$ cat config.mk
export PLATFORM = sky130hd
export DESIGN_NAME = tone_melody_sequencer_core
export DESIGN_NICKNAME = d
export VERILOG_FILES = /design/src/rtl/core/tms_pkg.sv /design/src/rtl/core/tms_cfg_regs.sv /design/src/rtl/core/tms_step.sv /design/src/rtl/core/tone_melody_sequencer_core.sv
export VERILOG_INCLUDE_DIRS = /design/src /design/src/rtl/core
export SDC_FILE = /design/constraint.sdc
export NUM_CORES = 1
export LEC_CHECK = 0
export BUFFER_PORTS_ARGS = -buffer_cell sky130_fd_sc_hd__buf_2
export CORE_MARGIN = 2
export CORE_UTILIZATION = 50
export CTS_BUF_LIST = sky130_fd_sc_hd__clkbuf_2
export CTS_CLUSTER_DIAMETER = 30
export CTS_CLUSTER_SIZE = 30
export DETAILED_ROUTE_END_ITERATION = 10
export PLACE_DENSITY = 0.68
export SETUP_SLACK_MARGIN = 0.2
export SLEW_MARGIN = 10
export SYNTH_ARGS = -nofsm -noshare
export SYNTH_HDL_FRONTEND = slang
export SYNTH_SLANG_ARGS = --single-unit
$ cat constraint.sdc
create_clock -name clk -period 5.1 [get_ports clk]
set_clock_uncertainty 0.1 [all_clocks]
set_input_delay 0.51 -clock clk [delete_from_list [all_inputs] [get_ports clk]]
set_output_delay 0.51 -clock clk [all_outputs]
set_load 0.005 [all_outputs]
$ cat src/rtl/core/tone_melody_sequencer_core_macros.svh
// Assertion macros used by the tone melody sequencer core.
`ifndef TONE_MELODY_SEQUENCER_CORE_MACROS_SVH
`define TONE_MELODY_SEQUENCER_CORE_MACROS_SVH

// Same-cycle implication, checked at every rising edge outside reset.
`define TMS_ASSERT_NOW(label, ante, cons, msg) \
	label: assert property (@(posedge clk) disable iff (!arst_n) (ante) |-> (cons)) \
		else $error(msg);

// Next-cycle implication, checked at every rising edge outside reset.
`define TMS_ASSERT_NEXT(label, ante, cons, msg) \
	label: assert property (@(posedge clk) disable iff (!arst_n) (ante) |=> (cons)) \
		else $error(msg);

`endif

$ cat src/rtl/core/tms_pkg.sv
// Types, constants and note table of the tone melody sequencer.
package tms_pkg;

	localparam int TIMER_BITS = 16;
	localparam int CMP_BITS   = (TIMER_BITS > 16) ? TIMER_BITS : 16;

	typedef logic [TIMER_BITS-1:0] timer_t;
	localparam timer_t TIMER_MAX = '1;

	typedef enum logic [2:0] {
		CMD_TICK     = 3'd0,
		CMD_DETECT   = 3'd1,
		CMD_SUCCESS  = 3'd2,
		CMD_ERROR    = 3'd3,
		CMD_CONFIRM  = 3'd4,
		CMD_SCHEDULE = 3'd5,
		CMD_STOP     = 3'd6
	} cmd_t;

	typedef enum logic [1:0] {
		ACT_NONE  = 2'd0,
		ACT_START = 2'd1,
		ACT_STOP  = 2'd2
	} action_t;

	typedef enum logic [2:0] {
		REG_ENABLED       = 3'd0,
		REG_PITCH_LOW     = 3'd1,
		REG_PITCH_MID     = 3'd2,
		REG_PITCH_HIGH    = 3'd3,
		REG_PITCH_CONFIRM = 3'd4,
		REG_LEN_SHORT     = 3'd5,
		REG_LEN_MID       = 3'd6,
		REG_LEN_LONG      = 3'd7
	} reg_index_t;

	localparam logic SEL_SUCCESS = 1'b0;
	localparam logic SEL_ERROR   = 1'b1;

	localparam logic [5:0] PAUSE_NONE    = 6'd0;
	localparam logic [5:0] PAUSE_SUCCESS = 6'd30;
	localparam logic [5:0] PAUSE_ERROR   = 6'd50;

	typedef struct packed {
		logic        enabled;
		logic [15:0] pitch_low;
		logic [15:0] pitch_mid;
		logic [15:0] pitch_high;
		logic [15:0] pitch_confirm;
		logic [15:0] len_short;
		logic [15:0] len_mid;
		logic [15:0] len_long;
	} cfg_t;

	typedef struct packed {
		logic        sounding;
		logic        melody_running;
		logic        melody_select;
		logic [1:0]  note_index;
		logic        in_gap;
		timer_t      note_timer;
		logic        sched_pending;
		timer_t      sched_timer;
		logic [15:0] sched_delay;
	} state_t;

	typedef struct packed {
		logic [2:0]  cmd;
		logic [15:0] delay_ms;
		logic        driver_busy;
	} item_t;

	typedef struct packed {
		action_t     action;
		logic [15:0] tone_freq;
		logic [15:0] tone_ms;
		logic        playing;
		logic        melody_on;
		logic        pending;
	} result_t;

	typedef struct packed {
		logic [15:0] freq;
		logic [15:0] dur;
		logic [5:0]  pause;
	} note_t;

	function automatic logic [1:0] melody_len(logic sel);
		return (sel == SEL_ERROR) ? 2'd2 : 2'd3;
	endfunction

	// Note table of both melodies; the index must be below the melody length.
	function automatic note_t note_of(logic sel, logic [1:0] idx, cfg_t cfg);
		note_t n;
		if (sel == SEL_SUCCESS) begin
			case (idx)
				2'd0: n = '{freq: cfg.pitch_low, dur: cfg.len_short, pause: PAUSE_SUCCESS};
				2'd1: n = '{freq: cfg.pitch_mid, dur: cfg.len_short, pause: PAUSE_SUCCESS};
				default: n = '{freq: cfg.pitch_high, dur: cfg.len_mid, pause: PAUSE_NONE};
			endcase
		end else begin
			case (idx)
				2'd0: n = '{freq: cfg.pitch_mid, dur: cfg.len_mid, pause: PAUSE_ERROR};
				default: n = '{freq: cfg.pitch_low, dur: cfg.len_long, pause: PAUSE_NONE};
			endcase
		end
		return n;
	endfunction

	function automatic timer_t sat_inc(timer_t t);
		return (t == TIMER_MAX) ? t : t + timer_t'(1);
	endfunction

	function automatic logic at_least(timer_t t, logic [15:0] lim);
		return CMP_BITS'(t) >= CMP_BITS'(lim);
	endfunction

endpackage

$ cat src/rtl/core/tms_cfg_regs.sv
// Configuration register file of the tone melody sequencer.
module tms_cfg_regs (
	input  logic              clk,
	input  logic              arst_n,
	input  logic              cfg_valid,
	output logic              cfg_ready,
	input  logic [2:0]        cfg_index,
	input  logic [15:0]       cfg_data,
	output tms_pkg::cfg_t     cfg
);

	tms_pkg::cfg_t cfg_q;

	assign cfg_ready = 1'b1;
	assign cfg       = cfg_q;

	always_ff @(posedge clk or negedge arst_n) begin
		if (!arst_n) begin
			cfg_q.enabled       <= 1'b0;
			cfg_q.pitch_low     <= 16'd1000;
			cfg_q.pitch_mid     <= 16'd2000;
			cfg_q.pitch_high    <= 16'd3000;
			cfg_q.pitch_confirm <= 16'd2500;
			cfg_q.len_short     <= 16'd50;
			cfg_q.len_mid       <= 16'd100;
			cfg_q.len_long      <= 16'd200;
		end else if (cfg_valid && cfg_ready) begin
			case (cfg_index)
				tms_pkg::REG_ENABLED:       cfg_q.enabled       <= cfg_data[0];
				tms_pkg::REG_PITCH_LOW:     cfg_q.pitch_low     <= cfg_data;
				tms_pkg::REG_PITCH_MID:     cfg_q.pitch_mid     <= cfg_data;
				tms_pkg::REG_PITCH_HIGH:    cfg_q.pitch_high    <= cfg_data;
				tms_pkg::REG_PITCH_CONFIRM: cfg_q.pitch_confirm <= cfg_data;
				tms_pkg::REG_LEN_SHORT:     cfg_q.len_short     <= cfg_data;
				tms_pkg::REG_LEN_MID:       cfg_q.len_mid       <= cfg_data;
				tms_pkg::REG_LEN_LONG:      cfg_q.len_long      <= cfg_data;
				default: ;
			endcase
		end
	end

endmodule

$ cat src/rtl/core/tms_step.sv
// Next-state and driver action logic for one command of the sequencer.
module tms_step (
	input  tms_pkg::cfg_t    cfg,
	input  tms_pkg::state_t  st,
	input  tms_pkg::item_t   item,
	output tms_pkg::state_t  st_nxt,
	output tms_pkg::result_t res
);

	always_comb begin
		tms_pkg::note_t nt;
		tms_pkg::note_t nt_next;
		logic           mel_start;
		logic           mel_sel;
		logic           go_next;
		logic [1:0]     idx_next;

		st_nxt    = st;
		res       = '0;
		mel_start = 1'b0;
		mel_sel   = tms_pkg::SEL_SUCCESS;
		go_next   = 1'b0;
		nt        = tms_pkg::note_of(st.melody_select, st.note_index, cfg);
		idx_next  = st.note_index + 2'd1;
		nt_next   = tms_pkg::note_of(st.melody_select, idx_next, cfg);

		if (cfg.enabled) begin
			case (item.cmd)
				tms_pkg::CMD_TICK: begin
					st_nxt.note_timer = tms_pkg::sat_inc(st.note_timer);
					if (st.sched_pending) begin
						st_nxt.sched_timer = tms_pkg::sat_inc(st.sched_timer);
					end
					if (st.sched_pending &&
					    tms_pkg::at_least(st_nxt.sched_timer, st.sched_delay)) begin
						st_nxt.sched_pending = 1'b0;
						mel_start            = 1'b1;
					end else if (st.melody_running) begin
						if (st.note_index >= tms_pkg::melody_len(st.melody_select)) begin
							st_nxt.melody_running = 1'b0;
							st_nxt.sounding       = 1'b0;
						end else if (st.in_gap) begin
							go_next = tms_pkg::at_least(st_nxt.note_timer, {10'd0, nt.pause});
						end else if (tms_pkg::at_least(st_nxt.note_timer, nt.dur)) begin
							if (nt.pause != tms_pkg::PAUSE_NONE) begin
								res.action        = tms_pkg::ACT_STOP;
								st_nxt.in_gap     = 1'b1;
								st_nxt.note_timer = '0;
							end else begin
								go_next = 1'b1;
							end
						end
						if (go_next) begin
							st_nxt.note_index = idx_next;
							st_nxt.in_gap     = 1'b0;
							if (idx_next >= tms_pkg::melody_len(st.melody_select)) begin
								st_nxt.melody_running = 1'b0;
								st_nxt.sounding       = 1'b0;
							end else begin
								res.action        = tms_pkg::ACT_START;
								res.tone_freq     = nt_next.freq;
								res.tone_ms       = nt_next.dur;
								st_nxt.note_timer = '0;
							end
						end
					end
					// A lone tone follows the driver's busy flag.
					if (!mel_start && st_nxt.sounding && !st_nxt.melody_running) begin
						st_nxt.sounding = item.driver_busy;
					end
				end
				tms_pkg::CMD_DETECT: begin
					res.action        = tms_pkg::ACT_START;
					res.tone_freq     = cfg.pitch_mid;
					res.tone_ms       = cfg.len_short;
					st_nxt.sounding   = 1'b1;
					st_nxt.note_timer = '0;
				end
				tms_pkg::CMD_SUCCESS: begin
					mel_start = 1'b1;
				end
				tms_pkg::CMD_ERROR: begin
					mel_start = 1'b1;
					mel_sel   = tms_pkg::SEL_ERROR;
				end
				tms_pkg::CMD_CONFIRM: begin
					res.action        = tms_pkg::ACT_START;
					res.tone_freq     = cfg.pitch_confirm;
					res.tone_ms       = cfg.len_mid;
					st_nxt.sounding   = 1'b1;
					st_nxt.note_timer = '0;
				end
				tms_pkg::CMD_SCHEDULE: begin
					st_nxt.sched_pending = 1'b1;
					st_nxt.sched_timer   = '0;
					st_nxt.sched_delay   = item.delay_ms;
				end
				tms_pkg::CMD_STOP: begin
					res.action            = tms_pkg::ACT_STOP;
					st_nxt.sounding       = 1'b0;
					st_nxt.melody_running = 1'b0;
					st_nxt.sched_pending  = 1'b0;
				end
				default: ;
			endcase
		end

		if (mel_start) begin
			nt                    = tms_pkg::note_of(mel_sel, 2'd0, cfg);
			st_nxt.melody_select  = mel_sel;
			st_nxt.note_index     = 2'd0;
			st_nxt.melody_running = 1'b1;
			st_nxt.in_gap         = 1'b0;
			st_nxt.note_timer     = '0;
			st_nxt.sounding       = 1'b1;
			res.action            = tms_pkg::ACT_START;
			res.tone_freq         = nt.freq;
			res.tone_ms           = nt.dur;
		end

		res.playing   = st_nxt.sounding;
		res.melody_on = st_nxt.melody_running;
		res.pending   = st_nxt.sched_pending;
	end

endmodule

$ cat src/rtl/core/tone_melody_sequencer_core.sv
// Tone melody sequencer top level: input register, step logic and result register.
// Path: a command is registered in the input stage, and its result then in the result
// register, which drives out_valid; the input stage stalls while a result waits untaken.
// Throughput: one command per cycle while results are taken; else one more can enter.
// Reset: arst_n clears the sequencer state and both stage valids and loads the
// configuration registers with their default values.
`include "tone_melody_sequencer_core_macros.svh"

module tone_melody_sequencer_core (
	input  logic        clk,
	input  logic        arst_n,
	input  logic        in_valid,
	output logic        in_ready,
	input  logic [2:0]  cmd,
	input  logic [15:0] delay_ms,
	input  logic        driver_busy,
	output logic        out_valid,
	input  logic        out_ready,
	output logic [1:0]  action,
	output logic [15:0] tone_freq,
	output logic [15:0] tone_ms,
	output logic        playing,
	output logic        melody_on,
	output logic        pending,
	input  logic        cfg_valid,
	output logic        cfg_ready,
	input  logic [2:0]  cfg_index,
	input  logic [15:0] cfg_data
);

	tms_pkg::cfg_t    cfg;
	tms_pkg::item_t   item_s1;
	logic             valid_s1;
	tms_pkg::state_t  st_q;
	tms_pkg::state_t  st_nxt;
	tms_pkg::result_t res;
	tms_pkg::result_t res_q;
	logic             out_valid_q;
	logic             out_free;
	logic             fire_s1;

	tms_cfg_regs u_cfg (
		.clk       (clk),
		.arst_n    (arst_n),
		.cfg_valid (cfg_valid),
		.cfg_ready (cfg_ready),
		.cfg_index (cfg_index),
		.cfg_data  (cfg_data),
		.cfg       (cfg)
	);

	tms_step u_step (
		.cfg    (cfg),
		.st     (st_q),
		.item   (item_s1),
		.st_nxt (st_nxt),
		.res    (res)
	);

	assign out_free = !out_valid_q || out_ready;
	assign fire_s1  = valid_s1 && out_free;
	assign in_ready = !valid_s1 || out_free;

	always_ff @(posedge clk or negedge arst_n) begin
		if (!arst_n) begin
			valid_s1    <= 1'b0;
			out_valid_q <= 1'b0;
			st_q        <= '0;
		end else begin
			if (in_ready) begin
				valid_s1 <= in_valid;
			end
			if (out_free) begin
				out_valid_q <= valid_s1;
			end
			if (fire_s1) begin
				st_q <= st_nxt;
			end
		end
	end

	always_ff @(posedge clk) begin
		if (in_valid && in_ready) begin
			item_s1.cmd         <= cmd;
			item_s1.delay_ms    <= delay_ms;
			item_s1.driver_busy <= driver_busy;
		end
		if (fire_s1) begin
			res_q <= res;
		end
	end

	assign out_valid = out_valid_q;
	assign action    = res_q.action;
	assign tone_freq = res_q.tone_freq;
	assign tone_ms   = res_q.tone_ms;
	assign playing   = res_q.playing;
	assign melody_on = res_q.melody_on;
	assign pending   = res_q.pending;

	// A running melody always keeps the buzzer marked as sounding.
	`TMS_ASSERT_NOW(a_melody_sounds, st_q.melody_running, st_q.sounding, "melody without sound")

	`TMS_ASSERT_NOW(a_idle_payload,
		out_valid_q && (res_q.action != tms_pkg::ACT_START),
		(res_q.tone_freq == 16'd0) && (res_q.tone_ms == 16'd0),
		"tone fields set without a start transaction")

	`TMS_ASSERT_NEXT(a_disabled_frozen, fire_s1 && !cfg.enabled && !cfg_valid,
		$stable(st_q), "state changed while disabled")

	`TMS_ASSERT_NEXT(a_stage_moves, fire_s1, out_valid_q, "transaction lost between stages")

endmodule

Word level (Yosys, flattened, before mapping) --
Cells that the tools add are included.
Storage, ports and cells: output and inout port bits 40, word-level logic and storage cells 163, register bits after elaboration 227, bits of input ports 44
Cells by class: add/sub/neg operators 3, eq/ne operators 19, bitwise logic cells 1, $lt $le $gt $ge 5, reduce and logical (&&, ||, !) cells 39, mux-type cells 67
Operator list (count):
- 34-bit two-way mux | 4
- 38-bit two-way mux | 3
- 16-bit two-way mux | 7
- 32-bit case mux with 3 select lines | 1
- 38-bit case mux with 2 select lines | 1
- 17-bit two-way mux | 4
- 22-bit two-way mux | 3
- 16-bit case mux with 2 select lines | 2
- 19-bit two-way mux | 3
- 52-bit two-way mux | 1
- 22-bit case mux with 2 select lines | 1
- 33-bit two-way mux | 1
- 16-bit by 1-bit adder with 16-bit output (second input constant) | 2
- 16-bit equality test (second input constant) | 2
- 16-bit >= comparator | 2
- 32-bit two-way mux | 1
- 2-bit two-way mux | 12
- 3-bit equality test (second input constant) | 7
- 2-bit AND reduction | 9
- 1-bit two-way mux | 17
- 16-bit by 6-bit >= comparator with 1-bit output | 1
- 3-bit by 2-bit equality test with 1-bit output (second input constant) | 4
- 6-bit AND reduction | 2
- 2-bit nonzero test | 5
- 20 further kinds | 39

Longest topological paths before layout --
word-level depth 23, mapped depth 22, depth with buffers taken out 17

Modules after synthesis --
From an unflattened synthesis, not the netlist that was laid out.
Unflattened totals: cell total of the unflattened synthesis 1290, area total of the unflattened synthesis 14385.0 um^2
Modules (own cells, without submodules):
- tms_step | instances 1, seq. area each 0.0 um^2, cells an instance 858, area each 5826.8 um^2
- tms_cfg_regs | instances 1, seq. area each 2869.0 um^2, cells an instance 250, area each 4553.1 um^2
- tone_melody_sequencer_core | instances 1, seq. area each 3138.0 um^2, cells an instance 182, area each 4005.1 um^2

Worst setup path before layout --
OpenSTA, ideal clock, no wires.
path kind register -> register, start point register st_q[21] (netlist bit), end point register res_q (netlist bit tone_freq[10]) (data pin), data required time 4858 ps, path buffers 5, setup slack 496 ps, library setup time 142 ps, clock period less this slack 4604 ps, stages on the path, launching flop included 22, arrival 4362 ps, cell sequence dfrtp_1 > clkbuf_1 > and4_1 > and3_1 > a41o_1 > clkbuf_1 > nor2_1 > nand2_1 > nor2_1 > xor2_1 > ha_1 > a21o_1 > a21oi_2 > o21ai_1 > a31o_1 > and3_1 > or3_1 > buf_6 > or4_4 > buf_6 > buf_8 > o21ai_2
RTL lines:
- start, declared | RTL line tone_melody_sequencer_core.sv:34 | tms_pkg::state_t st_q;
- start signal, assigned | RTL line tone_melody_sequencer_core.sv:77 | st_q <= st_nxt;
- end signal, assigned | RTL line tone_melody_sequencer_core.sv:89 | res_q <= res;
- end, declared | RTL line tone_melody_sequencer_core.sv:37 | tms_pkg::result_t res_q;

==> impl_metrics.tcl <==
set metrics [dict create \
    synth_commonest_cells "151 x mux2_2, 137 x dfrtp_1, 80 x nor2_1" \
    synth_warnings 0 \
    rr_startpoint "st_q[22]$_DFFE_PN0P_" \
    crit_start "st_q[22]$_DFFE_PN0P_" \
    fin_crit_sh_pct 90.08 \
    hold_violations 0 \
    start_util_pct 51.02 \
    worstPathArrival_ps 5160 \
    final_area_mm2 0.01503 \
    place_ws_ps 308.8 \
    postLayoutSetupSlackWorst_ps 506.1 \
    wire_per_inst_um 20.46 \
    postSynthAreaPerCell_um2 10.76 \
    yosys.area_share.simple_pct 10.20 \
    cts_setup_buffers 0 \
    ir_worst_vdd_uv 216.7 \
    drtAntennaViolNets 0 \
    path_class "flip-flop to flip-flop" \
    syn-cell-area_mm2 0.01329 \
    hp-class "input port to async pin" \
    leakagePower_nw 6.629 \
    drtIter0Drc 848 \
    grt_max_degree 69 \
    wl_mm 35.34 \
    grt_pass1_vias 10412 \
    syn-num-nets 1322 \
    cts_sinks 227 \
    power_density_mw_per_mm2 351.0 \
    tns_ps 0 \
    path_max_fanout 9 \
    rsz0062_at_grt "false" \
    syn_inst 1235 \
    setup_viol 0 \
    synth-compound-area-share_pct 18.19 \
    drc_errors 0 \
    via_count 10699 \
    critPathMaxStageDelay_ps 550 \
    synth_edf_count 57 \
    cp_data_required_time_ps 5660 \
    layout-drive-gt1-share_pct 30.77 \
    synth_top_area_share_pct 25.79 \
    ios 84 \
    clkLatencyLatePin_ps 840 \
    ys_ff_latch 227 \
    grt_antenna_before_repair 1 \
    slew_viol_final 0 \
    yosys_most_used_dff "dfrtp_1" \
    h-tree-depth 2 \
    ys_seq_area_share_pct 45.19 \
    cts_tree "yes" \
    grt-ovfl-total 0 \
    dpl.hpwl_mm 21.66 \
    yosysMostFrequentCell "mux2_2" \
    cts_root_buf "clkbuf_2" \
    synth_cell_types 81 \
    path_cells "and4_1, and3_1, a41o_1, nor2_1, and2_1, nand2_1, xnor2_1, ha_1, a21o_1, a21o_1, a21oi_2, o21ai_1, a31o_1, and2_1, or3_4, or4_4, o21ai_0" \
    die-width_um 167.1 \
    synthMuxAreaShare_pct 16.78 \
    synth_top_area_cell "dfrtp_1" \
    core_area_mm2 0.02606 \
    run_status "finished, final reports clean" \
    finalWeightedCongestion 0.8506 \
    reg2reg_setup_slack_ps 510 \
    cp_slowest_cell "or4_4" \
    synthAdderAreaFrac_pct 4.047 \
    die-area_mm2 0.02791 \
    track_usage_pct 25.01 \
    std_cell_rows 59 \
    path_clk_slew_ps 170 \
    endpoint_kind "flip-flop" \
    layout.nets 1438 \
    relSlewSlack_pct 35.76 \
    tightestPinTransition_ps 959.3 \
    setup.worst_path.start_class "flip-flop" \
    synth_area_leaders "dfrtp_1 26%, edfxtp_1 13%, mux2_2 13%" \
    synthArstFlopShare_pct 74.89 \
    numCtsBuffers 49 \
    drv_cap 0 \
    vias_per_cell 6.195 \
    grt_pass1_wl_mm 55.85 \
    synth_top_family_by_area "compound AO/OA/AOI/OAI gates" \
    syn_to_final_growth_pct 13.04 \
    clock_path_buffers 3 \
    die_h_um 167.1 \
    io_buffers 82 \
    dpl_cell_area_mm2 0.01400 \
    finalCriticalPeriod_ps 4594 \
    max_freq_ghz 0.2177 \
    finalPower_mw 5.275 \
    first_pass_iters 8 \
    synth-xor-area-share_pct 1.384 \
]
## cell type report
class	instances	area, µm²
multi-input combinational	882	6800
sequential	227	6013
clock buffer	63	315.3
clock inverter	28	255.2
antenna	1	2.502
fill	2246	11030
tap	335	419.2
timing repair buffer	155	1086
inverter	36	135.1
## where the power goes
group | internal [mW] | switching (mW) | total [mW]
sequential | 2.23 | 0.305 | 2.53
clock | 0.568 | 0.776 | 1.34
combinational | 0.663 | 0.737 | 1.40
total | 3.46 | 1.82 | 5.27
## routing by layer
| metal | GRT usage (%) | vias up | routed length, µm |
|---|---|---|---|
| li1 | - | 4938 | - |
| met2 | 40.24 | 366 | 16780 |
| met1 | 33.69 | 5309 | 15190 |
| met5 | 0 | - | 0 |
| met3 | 4.040 | 86 | 2180 |
| met4 | 10.49 | 0 | 1194 |
## registers in the layout, indices dropped and copies added, names as in the netlist
signal and flops:
tone_freq 16, tone_ms 16, u_cfg.cfg 113, out_valid 1, pending 1, melody_on 1
valid_s1 1, playing 1, st_q 55, item_s1 20, action 2
## placed cells by master (no fill, tap or decap), drive strengths merged, types with 17 or more instances in the layout
| cell type | count |
|---|---|
| a21o | 27 |
| a21oi | 54 |
| a221oi | 34 |
| a22oi | 49 |
| a32o | 17 |
| buf | 113 |
| clkbuf | 63 |
| clkinv | 19 |
| dfrtp | 137 |
| dfstp | 33 |
| dlygate4sd3 | 42 |
| edfxtp | 57 |
| ha | 43 |
| inv | 37 |
| mux2 | 151 |
| mux2i | 53 |
| nand2 | 61 |
| nand3 | 18 |
| nor2 | 81 |
| nor3 | 28 |
| o21ai | 79 |
| o22ai | 17 |
## path summary, 6_finish.rpt
path	to	cells after the start
hold reg to reg	st_q[2]$_DFFE_PN0P_	1
min in group clk	u_cfg.cfg[112]$_DFFE_PN0P_	4
max in group asynchronous	u_cfg.cfg[53]$_DFFE_PN0P_	3
hold / removal	u_cfg.cfg[58]$_DFFE_PN0P_	2
setup reg to reg	tone_freq[3]$_DFFE_PP_	17
setup / recovery	tone_freq[3]$_DFFE_PP_	17
## what timing repair did
action | 4_1_cts | 5_1_grt
setup endpoints to repair | 0 | 42
hold buffers | 42 | 0
gates resized for setup | 0 | 10
hold endpoints to repair | 185 | 0
## critical path, delay by kind of cell, from the launching register on
family                   cells  cell delay [ps]
AND/OR/NAND/NOR              8             2160
AO/OA/AOI/OAI                7             1270
flip-flops                   1              460
adder cells (fa/ha/maj)      1              300
XOR/XNOR                     1              140
## metrics by stage
stage | utilization [%] | instances | hold WS (ps)
2_1_floorplan | - | 1235 | 114.4
3_3_place_gp | 53.71 | 1592 | 358.8
3_5_place_dp | 53.71 | 1592 | 364.5
4_1_cts | 57.51 | 1725 | 49.23
5_1_grt | 57.67 | 1727 | 40.88
6_report | 57.67 | 1727 | 90.08
## cell families after synthesis
group,count (synthesis)
AO/OA/AOI/OAI,344
AND/OR/NAND/NOR,268
flip-flops,227
multiplexers,204
buffers and inverters,127
adder cells (fa/ha/maj),43
XOR/XNOR,21
other,1
Power figures use the tool's default switching activity.
